File: src/rtl/csmv_pkg.sv
// Shared constants, codes and control types for the scaled CSR sparse mat-vec block.
// No dependencies; imported by csmv_if, csmv_dp and the top level (csmv_ram does not use it).
package csmv_pkg;

  // x vector store
  localparam int X_DEPTH = 1024;
  localparam int XA_W    = $clog2(X_DEPTH);

  // row counter
  localparam int MAX_ROWS = 65536;
  localparam int ROW_W    = 16;
  localparam int RCNT_W   = 17;

  // field and datapath widths
  localparam int ACT_W   = 2;
  localparam int IDX_W   = 10;
  localparam int VAL_W   = 32;
  localparam int ACC_W   = 64;
  localparam int PROD_W  = 2 * (VAL_W + 1);
  localparam int T_W     = 96;
  localparam int FRAC_W  = 16;
  localparam int RND_HALF = 32768;

  // configuration port
  localparam int CFG_IDX_W  = 2;
  localparam int CFG_DATA_W = 32;

  localparam logic [CFG_IDX_W-1:0] REG_ALPHA = 2'd0;
  localparam logic [CFG_IDX_W-1:0] REG_BETA  = 2'd1;
  localparam logic [CFG_IDX_W-1:0] REG_ROWS  = 2'd2;

  localparam logic [VAL_W-1:0]  ALPHA_RST = 32'h0001_0000;
  localparam logic [VAL_W-1:0]  BETA_RST  = 32'h0000_0000;
  localparam logic [RCNT_W-1:0] ROWS_RST  = 17'd1;

  // item actions
  localparam logic [ACT_W-1:0] ACT_LOAD  = 2'd0;
  localparam logic [ACT_W-1:0] ACT_NZ    = 2'd1;
  localparam logic [ACT_W-1:0] ACT_EMPTY = 2'd2;
  localparam logic [ACT_W-1:0] ACT_NONE  = 2'd3;  // ignored by the block

  // Q16.16 clip limits
  localparam logic [VAL_W-1:0] Y_MAX = 32'h7FFF_FFFF;
  localparam logic [VAL_W-1:0] Y_MIN = 32'h8000_0000;

  // multiplier operand select
  localparam logic [1:0] OP_NZ  = 2'd0;  // value * x
  localparam logic [1:0] OP_ALO = 2'd1;  // alpha * acc[31:0] (unsigned)
  localparam logic [1:0] OP_AHI = 2'd2;  // alpha * acc[63:32]
  localparam logic [1:0] OP_BY  = 2'd3;  // beta * old_y

  // row-end sum register operation
  localparam logic [1:0] T_HOLD = 2'd0;
  localparam logic [1:0] T_LO   = 2'd1;  // t = prod + half
  localparam logic [1:0] T_HI   = 2'd2;  // t += prod << 32
  localparam logic [1:0] T_BY   = 2'd3;  // t += prod

  typedef struct packed {
    logic [1:0] op_sel;
    logic       acc_add;
    logic       acc_clear;
    logic [1:0] t_op;
  } dp_ctrl_t;

endpackage

File: src/rtl/csmv_dp.sv
// Arithmetic datapath: shared 33x33 multiplier, row accumulator, row-end sum and clip.
// Depends on csmv_pkg; sequenced by the top level through dp_ctrl_t.
module csmv_dp import csmv_pkg::*; (
  input  logic                    clk,
  input  logic                    rst,
  input  dp_ctrl_t                ctrl,
  input  logic signed [VAL_W-1:0] value,
  input  logic signed [VAL_W-1:0] xval,
  input  logic signed [VAL_W-1:0] alpha,
  input  logic signed [VAL_W-1:0] beta,
  input  logic signed [VAL_W-1:0] old_y,
  output logic signed [VAL_W-1:0] res,
  output logic                    res_sat
);

  logic signed [ACC_W-1:0]  acc;
  logic                     acc_clip;
  logic signed [VAL_W:0]    mul_a;
  logic signed [VAL_W:0]    mul_b;
  logic signed [PROD_W-1:0] prod;
  logic signed [ACC_W-1:0]  p_q;
  logic signed [ACC_W-1:0]  rnd;
  logic [ACC_W:0]           sum;
  logic                     ovf;
  logic [ACC_W-1:0]         acc_next;
  logic [T_W-1:0]           t;
  logic [T_W-1:0]           t_next;
  logic [T_W-1:0]           prod_ext;
  logic                     hi_ok;

  always_comb begin
    unique case (ctrl.op_sel)
      OP_NZ: begin
        mul_a = {value[VAL_W-1], value};
        mul_b = {xval[VAL_W-1], xval};
      end
      OP_ALO: begin
        mul_a = {alpha[VAL_W-1], alpha};
        mul_b = {1'b0, acc[VAL_W-1:0]};
      end
      OP_AHI: begin
        mul_a = {alpha[VAL_W-1], alpha};
        mul_b = {acc[ACC_W-1], acc[ACC_W-1:VAL_W]};
      end
      OP_BY: begin
        mul_a = {beta[VAL_W-1], beta};
        mul_b = {old_y[VAL_W-1], old_y};
      end
    endcase
  end

  always_ff @(posedge clk) begin
    prod <= mul_a * mul_b;
  end

  // round product to Q16.16 (floor of p + half), saturating add into accumulator
  assign p_q = prod[ACC_W-1:0] + ACC_W'(RND_HALF);
  assign rnd = p_q >>> FRAC_W;
  assign sum = {acc[ACC_W-1], acc} + {rnd[ACC_W-1], rnd};
  assign ovf = sum[ACC_W] ^ sum[ACC_W-1];

  always_comb begin
    if (!ovf) begin
      acc_next = sum[ACC_W-1:0];
    end else if (sum[ACC_W]) begin
      acc_next = {1'b1, {(ACC_W-1){1'b0}}};
    end else begin
      acc_next = {1'b0, {(ACC_W-1){1'b1}}};
    end
  end

  always_ff @(posedge clk) begin
    if (rst || ctrl.acc_clear) begin
      acc      <= '0;
      acc_clip <= 1'b0;
    end else if (ctrl.acc_add) begin
      acc <= acc_next;
      if (ovf) begin
        acc_clip <= 1'b1;
      end
    end
  end

  // row-end sum: alpha*acc + beta*old_y + half, exact in 96 bits
  assign prod_ext = {{(T_W-PROD_W){prod[PROD_W-1]}}, prod};

  always_comb begin
    unique case (ctrl.t_op)
      T_HOLD: t_next = t;
      T_LO:   t_next = prod_ext + T_W'(RND_HALF);
      T_HI:   t_next = t + {prod[ACC_W-1:0], {(T_W-ACC_W){1'b0}}};
      T_BY:   t_next = t + prod_ext;
    endcase
  end

  always_ff @(posedge clk) begin
    t <= t_next;
  end

  // result is t >>> 16; fits Q16.16 when bits 95..47 all match the sign
  assign hi_ok   = (&t[T_W-1:FRAC_W+VAL_W-1]) | ~(|t[T_W-1:FRAC_W+VAL_W-1]);
  assign res     = hi_ok ? t[FRAC_W+VAL_W-1:FRAC_W] : (t[T_W-1] ? Y_MIN : Y_MAX);
  assign res_sat = ~hi_ok | acc_clip;

endmodule

File: config.mk
export PLATFORM = sky130hd
export DESIGN_NAME = csmv_dp
export DESIGN_NICKNAME = d
export VERILOG_FILES = /design/src/rtl/csmv_pkg.sv /design/src/rtl/csmv_dp.sv
export SDC_FILE = /design/constraint.sdc
export NUM_CORES = 2
export LEC_CHECK = 0
export BUFFER_PORTS_ARGS = -buffer_cell sky130_fd_sc_hd__buf_4
export CAP_MARGIN = 20
export CORE_ASPECT_RATIO = 2
export CORE_MARGIN = 1.5
export CORE_UTILIZATION = 62
export DETAILED_ROUTE_END_ITERATION = 12
export PLACE_DENSITY = 0.8
export SETUP_SLACK_MARGIN = 0.15
export SLEW_MARGIN = 25
export SYNTH_ARGS = -nofsm -noshare
export SYNTH_HDL_FRONTEND = slang
export SYNTH_SLANG_ARGS = --single-unit
File: constraint.sdc
create_clock -name clk -period 25.3 [get_ports clk]
set_input_delay 1.265 -clock clk [delete_from_list [all_inputs] [get_ports clk]]
set_output_delay 1.265 -clock clk [all_outputs]
set_load 0.01 [all_outputs]
==> load_flow_metrics.sql, run 1 <==
INSERT INTO impl_metrics (metric_group, metric, value, unit) VALUES
('outcome', 'outcome', 'aborted with a tool error', ''),
('outcome', 'last-stage-reached', 'global routing', ''),
('outcome', 'run.stop_error', '[ERROR GRT-0116] Global routing finished with congestion. Check the congestion regions in the DRC Viewer.', ''),
('place', 'portBuffers', '200', ''),
('floorplanning', 'core.rowCount', '162', ''),
('clocking', 'tritoncts.num_buffers', '22', ''),
('global_routing', 'grt_pass1_vias', '63100', ''),
('clocking', 'tritoncts_num_sinks', '227', ''),
('yosys', 'post_synth_edffs', '96', ''),
('place', 'finalWeightedCongestion', '1.22', ''),
('yosys', 'post_synth_num_cell_types', '92', ''),
('clocking', 'post_cts_hold_buffer_count', '0', ''),
('clocking', 'cts_buffer_depth', '3', ''),
('yosys', 'synth_area_per_cell', '8.53', 'µm²'),
('floorplanning', 'die_h', '446', 'µm'),
('yosys', 'yosys_most_used_dff', 'dfxtp_1', ''),
('yosys', 'synth_fp_nets', '8863', ''),
('yosys', 'cell_with_the_most_instances_after_synthesis', 'inv_1', ''),
('clocking', 'cts-htree-levels', '1', ''),
('yosys', 'synth-seq-area-share', '9.06', '%'),
('global_routing', 'grt_first_pass_wirelength', '405000', 'µm'),
('yosys', 'synth_area_leaders', 'fa_1 (37%), ha_1 (9.1%), inv_1 (7.1%)', ''),
('floorplanning', 'starting_density_of_the_core', '62.4', '%'),
('global_routing', 'grt_overflow', '23', ''),
('yosys', 'synth.ff_latch_count', '227', ''),
('floorplanning', 'fp.dieW', '224', 'µm'),
('clocking', 'clock_tree.root_cell', 'clkbuf_16', ''),
('yosys', 'yosysTopAreaCell', 'fa_1', ''),
('place', 'placedInstanceArea', '0.0635', 'mm²'),
('yosys', 'yosysWarnings', '0', ''),
('global_routing', 'groute.usage.overall', '56.2', '%'),
('yosys', 'synth_top_area_share', '37.1', '%'),
('floorplanning', 'floorplan.io_pins', '201', ''),
('yosys', 'synth_top_cells_by_count', 'inv_1 (1147), fa_1 (1125), nor2_1 (793)', ''),
('yosys', 'post_synth_inst_count', '7126', ''),
('yosys', 'netlist_area', '0.0608', 'mm²'),
('place', 'dp.final_hpwl', '196000', 'µm'),
('clocking', 'post_cts.resized_instances', '0', ''),
('clocking', 'post-cts-setup-buffers', '0', ''),
('global_routing', 'grt_start_max_net_pins', '99', ''),
('yosys', 'synthArstFlopShare', '0', '%');
[routing by layer]
layer,GRT overflow,GRT usage (%)
met5,0,4.81
met4,10,58.3
met3,0,30.6
met2,13,82.7
met1,0,53.3
[stage by stage]
| step | hold WS (ns) | instances | setup slack [ns] |
|---|---|---|---|
| after floorplan | 0.431 | 7126 | 15.13 |
| after CTS | 0.504 | 8370 | 14.29 |
| after global placement | 0.475 | 8328 | 13.87 |
| after detailed placement | 0.492 | 8330 | 13.70 |
[kinds of logic after synthesis]
group / share of synthesized area (%)
adders and majority gates: 46.2
AOI/OAI and AO/OA: 15.3
muxes: 0.665
and+or+nand+nor: 14.9
buffers and inverters: 9.46
DFF: 9.06
xor gates and xnor gates: 4.43
==> run 2, diff against run 1 <==
- CORE_ASPECT_RATIO: 2 -> default
- CORE_UTILIZATION: 62 -> 40
- PLACE_DENSITY: 0.8 -> default
- PLACE_DENSITY_LB_ADDON: default -> 0.15
- SETUP_SLACK_MARGIN: 0.15 -> default
==> load_flow_metrics.sql, run 2 <==
INSERT INTO impl_metrics (metric_group, metric, value, unit) VALUES
('outcome', 'outcome', 'complete, no violations', ''),
('worst_setup_path', 'data_arrival_time_of_the_critical_path', '12.06', 'ns'),
('finish', 'registers.top_by_ff_count', 't', ''),
('yosys', 'yosys_most_used_dff', 'dfxtp_1', ''),
('yosys', 'post_synth_inst_count', '7126', ''),
('worst_setup_path', 'crit_path_max_incr_delay', '0.71', 'ns'),
('timing', 'setup_viol', '0', ''),
('timing', 'setup_ws', '13.74', 'ns'),
('floorplanning', 'floorplan.core_area', '0.150', 'mm²'),
('global_routing', 'grt_antenna_before_repair', '5', ''),
('place', 'dp.final_hpwl', '198000', 'µm'),
('finish', 'commonest_cells_after_routing_fill_and_taps_aside', 'inv_1 (1147), fa_1 (1124), nor2_1 (791), nand2_1 (779), ha_1 (442)', ''),
('worst_setup_path', 'critical_path_peak_fanout', '50', ''),
('floorplanning', 'fp.dieW', '393', 'µm'),
('drt', 'wire_per_inst', '26.7', 'µm'),
('worst_setup_path', 'timing.setup.critical_path_class', 'input pin to flop', ''),
('timing', 'max_freq', '86.5', 'MHz'),
('yosys', 'netlist_area', '0.0608', 'mm²'),
('finish', 'n_antenna_cell', '0', ''),
('clocking', 'tritoncts_num_sinks', '227', ''),
('timing', 'fin_skew', '0.0290', 'ns'),
('timing', 'finalHoldViolations', '0', ''),
('clocking', 'tritoncts.num_buffers', '30', ''),
('yosys', 'synth-seq-area-share', '9.06', '%'),
('drt', 'detailedRoute.firstIterationViolations', '4471', ''),
('drt', 'wirelength', '245000', 'µm'),
('floorplanning', 'floorplan.io_pins', '201', ''),
('timing', 'grt_setup_unrepaired', 'no', ''),
('worst_setup_path', 'worstSetupEndpointType', 'flop', ''),
('timing', 'max_slew.worst_pin.slew', '1.12', 'ns'),
('finish', 'largest_reg_flops', '96', ''),
('floorplanning', 'die-area', '0.154', 'mm²'),
('floorplanning', 'core.rowCount', '142', ''),
('clocking', 'cts-htree-levels', '1', ''),
('timing', 'min_period', '11.56', 'ns'),
('yosys', 'synth_fp_nets', '8863', ''),
('worst_setup_path', 'cp_slowest_cell', 'buf_4', ''),
('clocking', 'clock_tree.root_cell', 'clkbuf_16', ''),
('yosys', 'post_synth_num_cell_types', '92', ''),
('yosys', 'cell_with_the_most_instances_after_synthesis', 'inv_1', ''),
('yosys', 'synth.ff_latch_count', '227', ''),
('drt', 'drt_drc_violations_left', '0', ''),
('run', 'cap_violations', '0', ''),
('timing', 'relSlewSlack', '24.5', '%'),
('place', 'portBuffers', '200', ''),
('global_routing', 'grt_pass1_vias', '54400', ''),
('timing', 'layout_worst_path_cycle_share', '45.7', '%'),
('timing', 'setup_tns', '0', 'ns'),
('clocking', 'post-cts-setup-buffers', '0', ''),
('global_routing', 'groute.usage.overall', '32.0', '%'),
('floorplanning', 'die_h', '393', 'µm'),
('worst_setup_path', 'worst_setup_path_start_kind', 'input pin', ''),
('yosys', 'yosysTopAreaCell', 'fa_1', ''),
('clocking', 'post_cts.resized_instances', '0', ''),
('drt', 'route.antenna.remaining_nets', '0', ''),
('place', 'finalWeightedCongestion', '1.03', ''),
('clocking', 'clkLatencyLatePin', '0.63', 'ns'),
('clocking', 'post_cts_hold_buffer_count', '0', ''),
('yosys', 'synthArstFlopShare', '0', '%'),
('yosys', 'synth_area_leaders', 'fa_1 (37%), ha_1 (9.1%), inv_1 (7.1%)', ''),
('yosys', 'synth_top_area_share', '37.1', '%'),
('worst_setup_path', 'critical_path_required', '25.79', 'ns'),
('global_routing', 'grt_start_max_net_pins', '68', ''),
('yosys', 'synth_area_per_cell', '8.53', 'µm²'),
('clocking', 'cts_buffer_depth', '3', ''),
('yosys', 'yosysWarnings', '0', ''),
('place', 'detailedPlace.worstSlack', '13.13', 'ns'),
('floorplanning', 'starting_density_of_the_core', '40.4', '%'),
('finish', 'mostFrequentLayoutCell', 'inv_1', ''),
('timing', 'final-max-slew-violation-count', '0', ''),
('drt', 'vias_per_cell', '5.75', ''),
('finish', 'syn_to_final_growth', '8.11', '%'),
('worst_setup_path', 'critical_path.most_common_cell', 'fa_1', ''),
('min_path', 'worst_hold_path_type', 'flop to flop', ''),
('drt', 'dr.pass1.iters', '6', ''),
('finish', 'largestRegisters', 't: 96 flops, prod: 66 flops, acc: 64 flops', ''),
('global_routing', 'grt_overflow', '0', ''),
('finish', 'num-nets-final', '8870', ''),
('clocking', 'tritoncts', 'done', ''),
('yosys', 'synth_top_cells_by_count', 'inv_1 (1147), fa_1 (1125), nor2_1 (793)', ''),
('finish', 'proportion_of_layout_cells_with_a_drive_suffix_above_1', '7.03', '%'),
('drt', 'via_count', '52700', ''),
('clocking', 'clk_pin_slew_worst_paths', '0.07', 'ns'),
('yosys', 'post_synth_edffs', '96', ''),
('global_routing', 'grt_first_pass_wirelength', '362000', 'µm');
-- run 2: cell counts after synthesis --
Identical to the previous run, type by type.
-- run 2: per-layer routing --
layer / part of all wire, % / wire length, µm / GRT usage, % / vias to the layer above
met4: 4.8 / 11700 / 12.8 / 10
met3: 9.5 / 23300 / 6.84 / 491
li1: - / - / - / 23100
met1: 42 / 102000 / 43.0 / 26700
met5: 0.027 / 67 / 0 / -
met2: 44 / 107000 / 50.0 / 2419
-- run 2: area by class of cell --
type / count / area, µm²
Clock buffer: 40 / 915
Clock inverter: 16 / 119
Fill cell: 15100 / 84600
Inverter: 1150 / 4320
Multi-Input combinational cell: 5391 / 49800
Sequential cell: 227 / 5510
Tap cell: 2016 / 2520
Timing Repair Buffer: 333 / 2500
-- run 2: path summary, 6_finish.rpt --
check / from / end / slack [ns] / cells after the start
max: ctrl[4] / prod[65] / 13.74 / 35
min reg2reg: acc[22] / acc[22] / 0.53 / 1
max reg2reg: acc[1] / prod[65] / 15.16 / 31
min: acc[22] / acc[22] / 0.53 / 1
-- run 2: cell families (layout without fill, tap and decap cells) --
kind of cell	after synthesis	count (layout)	synth area share [%]
xor gates and xnor gates	307	307	4.43
and+or+nand+nor	2095	2095	14.9
muxes	37	37	0.665
buffers and inverters	1508	1539	9.46
DFF	227	227	9.06
AOI/OAI and AO/OA	1383	1383	15.3
adders and majority gates	1569	1569	46.2
-- run 2: through the flow --
step	area, µm²	utilization (%)	hold slack, ns	instances
2_1_floorplan	60800	-	0.431	7126
3_3_place_gp	64600	43.0	0.506	9116
3_5_place_dp	64600	43.0	0.512	9116
4_1_cts	65600	43.7	0.534	9172
5_1_grt	65700	43.7	0.553	9173
6_report	65700	43.7	0.534	9173
-- run 2: worst max-delay path: cells and delay by family --
kind / cells / cell delay, ns
AND/OR/NAND/NOR: 4 / 1.06
buffers and inverters: 11 / 1.88
AO/OA/AOI/OAI: 9 / 2.79
adder cells (fa/ha/maj): 10 / 4.76
XOR/XNOR: 1 / 0.15
Power of run 2 is not shown: default switching activity piles up to over one toggle a cycle in this logic, so the estimate is an artifact.
